==> config.mk <==
export PLATFORM = sky130hd
export DESIGN_NAME = three_level_priority_task_queue
export DESIGN_NICKNAME = d
export VERILOG_FILES = /design/src/rtl/tpq_pkg.sv /design/src/rtl/three_level_priority_task_queue.sv /design/src/rtl/tpq_cell.sv /design/src/rtl/tpq_row.sv
export SDC_FILE = /design/constraint.sdc
export NUM_CORES = 1
export LEC_CHECK = 0
export ABC_AREA = 1
export BUFFER_PORTS_ARGS = -buffer_cell sky130_fd_sc_hd__buf_2
export CAP_MARGIN = 25
export CORE_MARGIN = 1.5
export CORE_UTILIZATION = 60
export DETAILED_ROUTE_END_ITERATION = 8
export PLACE_DENSITY_LB_ADDON = 0.15
export SLEW_MARGIN = 30
export SYNTH_ARGS = -nofsm -noshare
export SYNTH_HDL_FRONTEND = slang
export SYNTH_SLANG_ARGS = --single-unit
export TNS_END_PERCENT = 100
==> constraint.sdc <==
create_clock -name clock -period 10 [get_ports clock]
set_input_delay 0.5 -clock clock [delete_from_list [all_inputs] [get_ports clock]]
set_output_delay 0.5 -clock clock [all_outputs]
set_load 0.03 [all_outputs]
==> src/rtl/tpq_pkg.sv <==
// Shared codes and types for the three-level priority task queue.
`timescale 1ns / 1ps

package tpq_pkg;

   localparam int NUM_LEVELS = 3;

   // Request operation codes
   localparam logic [1:0] OP_ADD      = 2'd0;
   localparam logic [1:0] OP_REMOVE   = 2'd1;
   localparam logic [1:0] OP_ANNOUNCE = 2'd2;

   // Add level that names no queue
   localparam logic [1:0] LEVEL_INVALID = 2'd3;

   // Response kinds
   localparam logic [2:0] KIND_ADDED     = 3'd0;
   localparam logic [2:0] KIND_FULL      = 3'd1;
   localparam logic [2:0] KIND_BAD_LEVEL = 3'd2;
   localparam logic [2:0] KIND_REMOVED   = 3'd3;
   localparam logic [2:0] KIND_ANNOUNCED = 3'd4;
   localparam logic [2:0] KIND_NONE_LEFT = 3'd5;

   // Per-queue command: KEEP pops the head and appends it at the tail
   typedef enum logic [1:0] {
      ROW_HOLD,
      ROW_PUSH,
      ROW_POP,
      ROW_KEEP
   } row_cmd_type;

   // Per-cell control
   typedef struct packed {
      logic shift;
      logic load;
   } cell_ctrl_type;

endpackage

==> src/rtl/three_level_priority_task_queue.sv <==
// Top level: request sequencer over three queue rows (high, medium, low priority).
//
// Requests: drive req_* with start high; the item is taken at a clock edge where
// busy is low. busy stays high until the item's work is done.
// Responses: each result shows on rsp_* for one cycle with rsp_valid high;
// rsp_last marks the final result of an item. The receiver cannot stall.
// Results per item:
//   add       : one result.
//   remove    : all three rows rotate their original cells once in parallel,
//               one entry per cycle, dropping matches; one result once the
//               fullest queue is through.
//   announce  : one pop and one result per cycle, up to the clamped count or
//               until the queues run dry; a single empty-queue result if all are empty.
//   other op, or announce with zero count: taken, no result.
// The last result of an item shows in the cycle after busy falls, and a new
// item may be taken in that cycle.
// Reset (synchronous, active high) empties all queues at once.
`timescale 1ns / 1ps

module three_level_priority_task_queue #(
   parameter int QUEUE_DEPTH  = 8,
   parameter int ID_WIDTH     = 16,
   parameter int MAX_ANNOUNCE = 16
) (
   input  logic        clock,
   input  logic        reset,
   input  logic        start,
   output logic        busy,
   input  logic [1:0]  req_op,
   input  logic [15:0] req_task_id,
   input  logic [1:0]  req_level,
   input  logic [4:0]  req_announce_count,
   output logic        rsp_valid,
   output logic [2:0]  rsp_kind,
   output logic [15:0] rsp_out_task_id,
   output logic [1:0]  rsp_out_level,
   output logic [4:0]  rsp_removed_count,
   output logic        rsp_last
);
   import tpq_pkg::*;

   localparam int FILL_W = $clog2(QUEUE_DEPTH+1);
   localparam int TOT_W  = $clog2(NUM_LEVELS*QUEUE_DEPTH+1);
   localparam int CNT_W  = $clog2(MAX_ANNOUNCE+1);

   typedef enum logic [1:0] {
      S_IDLE,
      S_ADD,
      S_REMOVE,
      S_ANNOUNCE
   } state_type;

   state_type            state_ff, state_in;
   logic [ID_WIDTH-1:0]  id_ff, id_in;
   logic [1:0]           level_ff, level_in;
   logic [CNT_W-1:0]     count_ff, count_in;
   logic [FILL_W-1:0]    rem_ff [NUM_LEVELS];
   logic [FILL_W-1:0]    rem_in [NUM_LEVELS];
   logic [TOT_W-1:0]     removed_ff, removed_in;

   logic                 rsp_valid_ff, rsp_valid_in;
   logic [2:0]           rsp_kind_ff, rsp_kind_in;
   logic [15:0]          rsp_id_ff, rsp_id_in;
   logic [1:0]           rsp_level_ff, rsp_level_in;
   logic [4:0]           rsp_removed_ff, rsp_removed_in;
   logic                 rsp_last_ff, rsp_last_in;

   row_cmd_type          cmd [NUM_LEVELS];
   logic [ID_WIDTH-1:0]  head [NUM_LEVELS];
   logic [FILL_W-1:0]    fill [NUM_LEVELS];
   logic [TOT_W-1:0]     total_fill;
   logic [1:0]           pick;
   logic [NUM_LEVELS-1:0] drop;
   logic                 ann_last;

   // queue rows
   for (genvar q = 0; q < NUM_LEVELS; q++) begin : g_row
      tpq_row #(
         .DEPTH (QUEUE_DEPTH),
         .WIDTH (ID_WIDTH)
      ) u_row (
         .clock     (clock),
         .reset     (reset),
         .cmd       (cmd[q]),
         .push_data (id_ff),
         .head      (head[q]),
         .fill      (fill[q])
      );
   end

   // queue occupancy and highest nonempty level
   assign total_fill = TOT_W'(fill[0]) + TOT_W'(fill[1]) + TOT_W'(fill[2]);
   assign pick = (fill[0] != '0) ? 2'd0 : ((fill[1] != '0) ? 2'd1 : 2'd2);
   assign ann_last = (count_ff == CNT_W'(1)) || (total_fill == TOT_W'(1));

   // sequencer next state and response
   always_comb begin
      state_in       = state_ff;
      id_in          = id_ff;
      level_in       = level_ff;
      count_in       = count_ff;
      removed_in     = removed_ff;
      rsp_valid_in   = 1'b0;
      rsp_kind_in    = KIND_ADDED;
      rsp_id_in      = '0;
      rsp_level_in   = '0;
      rsp_removed_in = '0;
      rsp_last_in    = 1'b0;
      drop           = '0;
      for (int q = 0; q < NUM_LEVELS; q++) begin
         rem_in[q] = rem_ff[q];
         cmd[q]    = ROW_HOLD;
      end

      case (state_ff)
         S_IDLE: begin
            if (start) begin
               id_in      = ID_WIDTH'(req_task_id);
               level_in   = req_level;
               removed_in = '0;
               count_in   = (req_announce_count > MAX_ANNOUNCE) ?
                            CNT_W'(MAX_ANNOUNCE) : CNT_W'(req_announce_count);
               for (int q = 0; q < NUM_LEVELS; q++) begin
                  rem_in[q] = fill[q];
               end
               case (req_op)
                  OP_ADD:      state_in = S_ADD;
                  OP_REMOVE:   state_in = S_REMOVE;
                  OP_ANNOUNCE: begin
                     if (req_announce_count != '0) begin
                        state_in = S_ANNOUNCE;
                     end
                  end
                  default: begin
                  end
               endcase
            end
         end

         S_ADD: begin
            rsp_valid_in = 1'b1;
            rsp_last_in  = 1'b1;
            state_in     = S_IDLE;
            if (level_ff == LEVEL_INVALID) begin
               rsp_kind_in = KIND_BAD_LEVEL;
            end else if (fill[level_ff] == FILL_W'(QUEUE_DEPTH)) begin
               rsp_kind_in = KIND_FULL;
            end else begin
               rsp_kind_in   = KIND_ADDED;
               cmd[level_ff] = ROW_PUSH;
            end
         end

         S_REMOVE: begin
            // each row rotates its original entries once, dropping matches
            for (int q = 0; q < NUM_LEVELS; q++) begin
               if (rem_ff[q] != '0) begin
                  drop[q]   = (head[q] == id_ff);
                  cmd[q]    = drop[q] ? ROW_POP : ROW_KEEP;
                  rem_in[q] = rem_ff[q] - FILL_W'(1);
               end
            end
            removed_in = removed_ff + TOT_W'(drop[0]) + TOT_W'(drop[1]) + TOT_W'(drop[2]);
            if (rem_ff[0] == '0 && rem_ff[1] == '0 && rem_ff[2] == '0) begin
               rsp_valid_in   = 1'b1;
               rsp_last_in    = 1'b1;
               rsp_kind_in    = KIND_REMOVED;
               rsp_removed_in = 5'(removed_ff);
               state_in       = S_IDLE;
            end
         end

         S_ANNOUNCE: begin
            rsp_valid_in = 1'b1;
            if (total_fill == '0) begin
               // only reachable on the first cycle of an announce
               rsp_kind_in = KIND_NONE_LEFT;
               rsp_last_in = 1'b1;
               state_in    = S_IDLE;
            end else begin
               cmd[pick]    = ROW_POP;
               rsp_kind_in  = KIND_ANNOUNCED;
               rsp_id_in    = 16'(head[pick]);
               rsp_level_in = pick;
               rsp_last_in  = ann_last;
               count_in     = count_ff - CNT_W'(1);
               if (ann_last) begin
                  state_in = S_IDLE;
               end
            end
         end

         default: begin
            state_in = S_IDLE;
         end
      endcase
   end

   // state and registered response
   always_ff @(posedge clock) begin
      if (reset) begin
         state_ff     <= S_IDLE;
         rsp_valid_ff <= 1'b0;
      end else begin
         state_ff       <= state_in;
         rsp_valid_ff   <= rsp_valid_in;
         id_ff          <= id_in;
         level_ff       <= level_in;
         count_ff       <= count_in;
         removed_ff     <= removed_in;
         for (int q = 0; q < NUM_LEVELS; q++) begin
            rem_ff[q] <= rem_in[q];
         end
         rsp_kind_ff    <= rsp_kind_in;
         rsp_id_ff      <= rsp_id_in;
         rsp_level_ff   <= rsp_level_in;
         rsp_removed_ff <= rsp_removed_in;
         rsp_last_ff    <= rsp_last_in;
      end
   end

   assign busy              = (state_ff != S_IDLE);
   assign rsp_valid         = rsp_valid_ff;
   assign rsp_kind          = rsp_kind_ff;
   assign rsp_out_task_id   = rsp_id_ff;
   assign rsp_out_level     = rsp_level_ff;
   assign rsp_removed_count = rsp_removed_ff;
   assign rsp_last          = rsp_last_ff;

   // a final result is never followed directly by another result
   a_last_gap: assert property (@(posedge clock) disable iff (reset)
      rsp_valid && rsp_last |=> !rsp_valid)
      else $error("result right after a final result");

   // once idle, any result still showing is the item's final one
   a_idle_last: assert property (@(posedge clock) disable iff (reset)
      !busy && rsp_valid |-> rsp_last)
      else $error("non-final result while idle");

   // each announced task leaves exactly one entry
   a_pop_one: assert property (@(posedge clock) disable iff (reset)
      rsp_valid && rsp_kind == KIND_ANNOUNCED |-> total_fill + 1 == $past(total_fill))
      else $error("announce did not pop exactly one entry");

   // compaction never grows the queues
   a_remove_shrinks: assert property (@(posedge clock) disable iff (reset)
      state_ff == S_REMOVE |=> total_fill <= $past(total_fill))
      else $error("occupancy grew during remove");

endmodule

==> src/rtl/tpq_cell.sv <==
// One storage cell of a queue row: holds, loads, or takes its right neighbor.
`timescale 1ns / 1ps

module tpq_cell #(
   parameter int WIDTH = 16
) (
   input  logic                   clock,
   input  tpq_pkg::cell_ctrl_type ctrl,
   input  logic [WIDTH-1:0]       load_data,
   input  logic [WIDTH-1:0]       next_data,
   output logic [WIDTH-1:0]       data
);

   logic [WIDTH-1:0] data_ff;
   logic [WIDTH-1:0] data_in;

   // load wins over shift
   always_comb begin
      data_in = data_ff;
      if (ctrl.load) begin
         data_in = load_data;
      end else if (ctrl.shift) begin
         data_in = next_data;
      end
   end

   always_ff @(posedge clock) begin
      data_ff <= data_in;
   end

   assign data = data_ff;

endmodule

==> src/rtl/tpq_row.sv <==
// One FIFO queue built as a chain of cells shifting toward the head, with its fill count.
`timescale 1ns / 1ps

module tpq_row #(
   parameter int DEPTH = 8,
   parameter int WIDTH = 16
) (
   input  logic                         clock,
   input  logic                         reset,
   input  tpq_pkg::row_cmd_type         cmd,
   input  logic [WIDTH-1:0]             push_data,
   output logic [WIDTH-1:0]             head,
   output logic [$clog2(DEPTH+1)-1:0]   fill
);
   import tpq_pkg::*;

   localparam int FILL_W = $clog2(DEPTH+1);

   logic [FILL_W-1:0] fill_ff;
   logic [FILL_W-1:0] fill_in;
   logic [FILL_W-1:0] load_pos;
   logic              shift;
   logic              load;
   logic [WIDTH-1:0]  load_data;
   logic [WIDTH-1:0]  cell_data [DEPTH];
   cell_ctrl_type     ctrl [DEPTH];

   // decode the row command
   always_comb begin
      fill_in   = fill_ff;
      load_pos  = fill_ff;
      shift     = 1'b0;
      load      = 1'b0;
      load_data = push_data;
      case (cmd)
         ROW_PUSH: begin
            load    = 1'b1;
            fill_in = fill_ff + FILL_W'(1);
         end
         ROW_POP: begin
            shift   = 1'b1;
            fill_in = fill_ff - FILL_W'(1);
         end
         ROW_KEEP: begin
            // old head goes to the tail slot freed by the shift
            shift     = 1'b1;
            load      = 1'b1;
            load_pos  = fill_ff - FILL_W'(1);
            load_data = cell_data[0];
         end
         default: begin
         end
      endcase
   end

   always_ff @(posedge clock) begin
      if (reset) begin
         fill_ff <= '0;
      end else begin
         fill_ff <= fill_in;
      end
   end

   // cell chain, cell 0 is the head
   for (genvar i = 0; i < DEPTH; i++) begin : g_cell
      logic [WIDTH-1:0] next_data;

      if (i == DEPTH-1) begin : g_tail
         assign next_data = cell_data[i];
      end else begin : g_mid
         assign next_data = cell_data[i+1];
      end

      assign ctrl[i].shift = shift;
      assign ctrl[i].load  = load && (load_pos == FILL_W'(i));

      tpq_cell #(
         .WIDTH (WIDTH)
      ) u_cell (
         .clock     (clock),
         .ctrl      (ctrl[i]),
         .load_data (load_data),
         .next_data (next_data),
         .data      (cell_data[i])
      );
   end

   assign head = cell_data[0];
   assign fill = fill_ff;

endmodule
Yosys cells after proc, flatten, opt, wreduce, memory -nomap -nowiden
Memories as Yosys holds them, arrays and structs flattened.
Cells that the tools add are included.

storage, ports and cells
  register bits = 454
  memory bits (writable) = 12
  bits of input ports = 28
  output and inout port bits = 29
  logic and storage cells = 308
  memories = 1

operators by class
  add/subtract/negate cells = 15
  $lt $le $gt $ge = 5
  equal/unequal tests = 48
  multiplexer cells = 113
  bitwise logic cells = 4
  reduce and logical (&&, ||, !) cells = 84

memory list
  memory  words  bits a word  rd ports  clocked after Yosys merged registers in  wr ports  line                                   source
  rem_ff  3      4            3         0                                        3         three_level_priority_task_queue.sv:57  logic [FILL_W-1:0] rem_ff [NUM_LEVELS];

operator list
  cell                                                                    count
  16-bit two-way mux                                                      47
  2-bit nonzero test                                                      27
  16-bit equality test                                                    3
  4-bit by 3-bit equality test with 1-bit output (second input constant)  12
  16-bit binary-select mux with 2-bit select                              1
  4-bit two-way mux                                                       8
  5-bit two-way mux                                                       6
  1-bit logical AND                                                       28
  2-bit two-way mux                                                       14
  4-bit by 2-bit equality test with 1-bit output (second input constant)  6
  4-bit logical NOT                                                       6
  12-bit one-hot mux with 2 select lines                                  1
  4-bit one-hot mux with 2 select lines                                   3
  4-bit by 1-bit subtractor with 4-bit output (second input constant)     6
  2-bit equality test (second input constant)                             10
  1-bit two-way mux                                                       20
  5-bit one-hot mux with 2 select lines                                   2
  4-bit nonzero test                                                      5
  6-bit one-hot mux with 3 select lines                                   1
  2-bit OR reduction                                                      8
  5-bit by 1-bit adder with 5-bit output                                  3
  4-bit by 1-bit adder with 4-bit output (second input constant)          3
  4-bit by 1-bit equality test with 1-bit output (second input constant)  3
  12-bit two-way mux                                                      1
  30 further kinds                                                        45

Longest topological paths before layout
  depth after elaboration = 15
  gate-level depth with buffers = 24
  mapped depth without buffers = 21

Modules after synthesis
From an unflattened synthesis, not the netlist that was laid out.

unflattened totals
  cells, all modules = 2655
  area, all modules = 24364.6 um2

modules (own cells, without submodules)
  module                           times used  cells each  area an instance (um2)  sequential area each (um2)
  tpq_cell                         24          69          730.7                   480.5
  three_level_priority_task_queue  1           609         4752.1                  2072.0
  tpq_row                          3           130         691.9                   80.1

Worst setup path after synthesis
Ideal clock, no wire load.

  path type = flip-flop to flip-flop
  start = reg g_row[1].u_row.fill_ff[1]
  end = reg g_row[0].u_row.g_cell[7].u_cell.data_ff[0] (enable)
  library setup time = 0.389 ns
  arrival = 4.108 ns
  required time = 9.611 ns
  slack = 5.503 ns
  stages on the path, launching flop included = 18
  path buffers = 1
  period minus slack after synthesis = 4.497 ns
  cell sequence = dfxtp_1 fa_1 ha_1 fa_1 nor2_1 nand2_1 nor2_1 nand3_1 o21ai_0 o22ai_1 ha_1 buf_4 inv_1 nand2_1 o21ai_2 nand3_4 or2_2 nor2_1

RTL lines
  item                      line            source
  start: declaration        tpq_row.sv:19   logic [FILL_W-1:0] fill_ff;
  start signal: assignment  tpq_row.sv:60   fill_ff <= fill_in;
  end signal: assignment    tpq_cell.sv:28  data_ff <= data_in;
  end: declaration          tpq_cell.sv:14  logic [WIDTH-1:0] data_ff;

Worst setup path in the final report
  start = reg g_row[0].u_row.fill_ff[1]
  end = reg g_row[1].u_row.g_cell[6].u_cell.data_ff[11] (enable)

on the way
  longest elaborated chain between the ends = 14
  elaborated cells on any way between the ends = 30
  those cells by class = 2 x add/sub; 2 x order compare; 5 x eq/ne; 13 x mux; 1 x bitwise; 7 x reduce/logical

ends and longest elaborated chain
  item                                                                                          line                                    source
  start: declaration                                                                            tpq_row.sv:19
  start signal: assignment                                                                      tpq_row.sv:60
  branches (longest 8 deep; another with 4-bit by 4-bit adder with 5-bit output)                --
  6-bit one-hot mux with 3 select lines *                                                       three_level_priority_task_queue.sv:115  case (state_ff)
  2-bit equality test / 2-bit by 1-bit equality test with 1-bit output (equally long branches)  tpq_row.sv:35                           case (cmd)
  4-bit two-way mux / 2-bit OR reduction (equally long branches)                                --
  4-bit by 3-bit equality test with 1-bit output / 1-bit two-way mux (equally long branches)    tpq_row.sv:75, tpq_row.sv:35
  1-bit logical AND                                                                             tpq_row.sv:75                           assign ctrl[i].load = load && (load_pos == FILL_W'(i));
  2-bit nonzero test (no line) *                                                                --
  end signal: assignment                                                                        tpq_cell.sv:28
  end: declaration                                                                              tpq_cell.sv:14

Every way passes the cells marked *. The select of a mux whose other input is x is not followed.
A chain may end at the register's enable or synchronous reset.

==> out/summary.txt <==
share of the synthesized area in the top cell type: 0.582
total vias in the final route: 17,000
CP Capture Type: flip-flop
vias in the first global route: 16,000
most instantiated cells after synthesis: nand2_1, edfxtp_1, nand3_1
Data arrival, critical path: 5.97 ns
register bit total from synthesis: 466
Final Hold Fails: 0
CTS buffer count: 47
die area: 0.0400 mm²
Slew HR: 0.289
Post-Route WL: 55,800 µm
post-synthesis compound-gate area fraction: 0.0362
Mapped Avg Cell Area: 9.62 µm²
Tcrit/Tclk final: 0.576
vias per inst: 5.72
Core Rows: 71
Yosys cell types: 45
filler cell count in the final layout: 2,897
top post-synthesis cells by area: edfxtp_1, nand2_1, nand3_1
VDD IR max: 0.000177 V
count of clock tree sinks: 466
Post-CTS Resized: 0
Seq/Total Area, Yosys: 0.595
Max Cap Viol: 0
CP Max Fanout: 38
clock slew at reported path FFs: 0.06 ns
count leader, synth: nand2_1
area grow syn2layout: 7.40%
drt pass-1 iters: 8
total congestion overflow: 0
Simple-Gate Fraction of Synth Area: 0.283
Sum Neg Setup Slack: 0 ns
HP Class: primary input to flip-flop
post-detail-place hpwl: 38,900 µm
unrepaired setup endpoints after global routing: no
dpl ws: 4.33 ns
Post-Syn Area: 0.0233 mm²
total power: 6.42 mW
Power Dens Cells: 257 mW/mm²
final setup fails: 0
cell count after synthesis: 2,419
H-tree Lvls: 2
setup bufs post-CTS: 0
Die Ht: 200 µm
initial antenna violation count: 0
outcome: complete, no violations
clk_lat worst skew: 0.60 ns
DR iter-0 viols: 1,952
Least-Margin Pin Slew: 1.06 ns
dominant synthesized flop cell: edfxtp_1
adder-cell share of the synthesized area: 0.0205
Max Freq: 174 MHz
drt drc: 0
Synth Area in XOR/XNOR: 0.00865
mux cell area share after synthesis: 0
largest net degree at the start of global routing: 123
first-pass GRT wire length: 85,600 µm
Post-CTS Hold Buffers: 0
nature of the critical path startpoint: flip-flop
share of layout cells above drive strength 1: 0.0978
layout net count: 2,492
fin util: 0.659
Synthesized Nets: 2,481
skew final: 0.0257 ns
worst setup margin: 4.24 ns
die width: 200 µm
per-cell routed wire length: 18.7 µm
worst path required time: 10.21 ns
Placeable Area: 0.0379 mm²
gpl congestion: 0.949
ant diodes: 0
CTS tree: built
Final Max Slew Viols: 0
placed insts: 2,892
total track usage: 0.285
Max Root-Sink Buffers: 3
initial core utilization: 0.614
Routed Antenna Nets: 0
WS Path Type: flip-flop to flip-flop
Port Buffer Count: 56
Tmin final: 5.76 ns
clk root buf: clkbuf_16
synth warn: 0
largest family of logic cells by synthesized area: simple AND/OR/NAND/NOR gates
Post-synth ARST share: 0
Reg2Reg Setup Slack: 4.24 ns
fin cells: 2,976
IO Count: 57
cell taking the most area after synthesis: edfxtp_1
EDFF count, synth: 451
Leakage: 10.7 nW
==> path summary, 6_finish.rpt <==
kind                                                start  depth (start not counted)                                        to
setup / recovery                   g_row[0].u_row.fill[1]                         18  g_row[1].u_row.g_cell[6].u_cell.data[11]
hold / removal                             req_task_id[4]                          1                                  id_ff[4]
setup reg to reg                   g_row[0].u_row.fill[1]                         18  g_row[1].u_row.g_cell[6].u_cell.data[11]
hold reg to reg   g_row[0].u_row.g_cell[5].u_cell.data[3]                          2   g_row[0].u_row.g_cell[4].u_cell.data[3]
==> layout by cell type (no fill, tap or decap), types with 17 or more instances in the layout <==
cell and instances:
edfxtp_1 451, nand2_1 962, nand3_1 361, o22ai_1 21, nor2_4 18, o21ai_0 28, clkbuf_16 48, inv_2 23
clkinv_1 17, inv_1 121, a21oi_1 40, nand2_4 18, o21ai_1 40, nor2_1 86, buf_2 56, ha_1 26
==> cell type report <==
cell class | count | area (µm²) | area share
tap | 511 | 639 | 0.0256
multi-input combinational | 1701 | 8150 | 0.326
sequential | 466 | 13800 | 0.554
clock buffer | 53 | 1220 | 0.0488
timing repair buffer | 67 | 367 | 0.0147
clock inverter | 31 | 229 | 0.00916
inverter | 147 | 553 | 0.0221
==> stage by stage <==
| stage | hold slack, ns | cell area [µm²] |
|---|---|---|
| floorplan | 0.480 | 23300 |
| global placement | 0.494 | 23500 |
| detailed placement | 0.493 | 23500 |
| CTS | 0.0539 | 25000 |
| global route | 0.0738 | 25000 |
| finish | 0.0799 | 25000 |
==> cells by family (layout without fill, tap and decap cells) <==
logic type	count (synthesis)	after routing
fa+ha+maj	34	34
flops	466	466
simple gates	1490	1490
xor+xnor	23	23
compound gates	154	154
buf+inv	252	298
==> routing by layer <==
metal / vias to the layer above / track usage / wire length, µm
li1: 8156 / - / -
met1: 7902 / 0.375 / 22600
met2: 805 / 0.459 / 26000
met3: 148 / 0.0558 / 5000
met4: 0 / 0.131 / 2180
met5: - / 0 / 0
==> registers in the layout (all words and copies together), names as in the netlist, 3 cells and up <==
name,flops
g_row.u_row.fill,12
g_row.u_row.g_cell.u_cell.data,384
rem_ff,12
removed_ff,5
rsp_out_task_id,16
rsp_removed_count,5
rsp_kind,3
count_ff,5
id_ff,16
==> power breakdown <==
group | leakage [nW] | internal [mW] | switching, mW
registers | 4.32 | 2.72 | 0.222
logic | 5.65 | 0.451 | 1.35
clock network | 0.714 | 0.950 | 0.731
==> worst max-delay path: stages (launching register included) <==
cell and delay (ns):
dfxtp_1 0.46, fa_1 0.46, ha_1 0.24, fa_1 0.51, nor2_1 0.04, nand2_1 0.06, nor2_1 0.04, nand3_1 0.13
o21ai_1 0.10, buf_4 0.24, o22ai_1 0.22, ha_1 0.20, buf_4 0.35, inv_1 0.13, o21ai_0 0.64, nand2_1 0.29
nor2_4 0.39, nand2_2 0.26, nand2_1 0.58
Power figures use the tool's default switching activity.
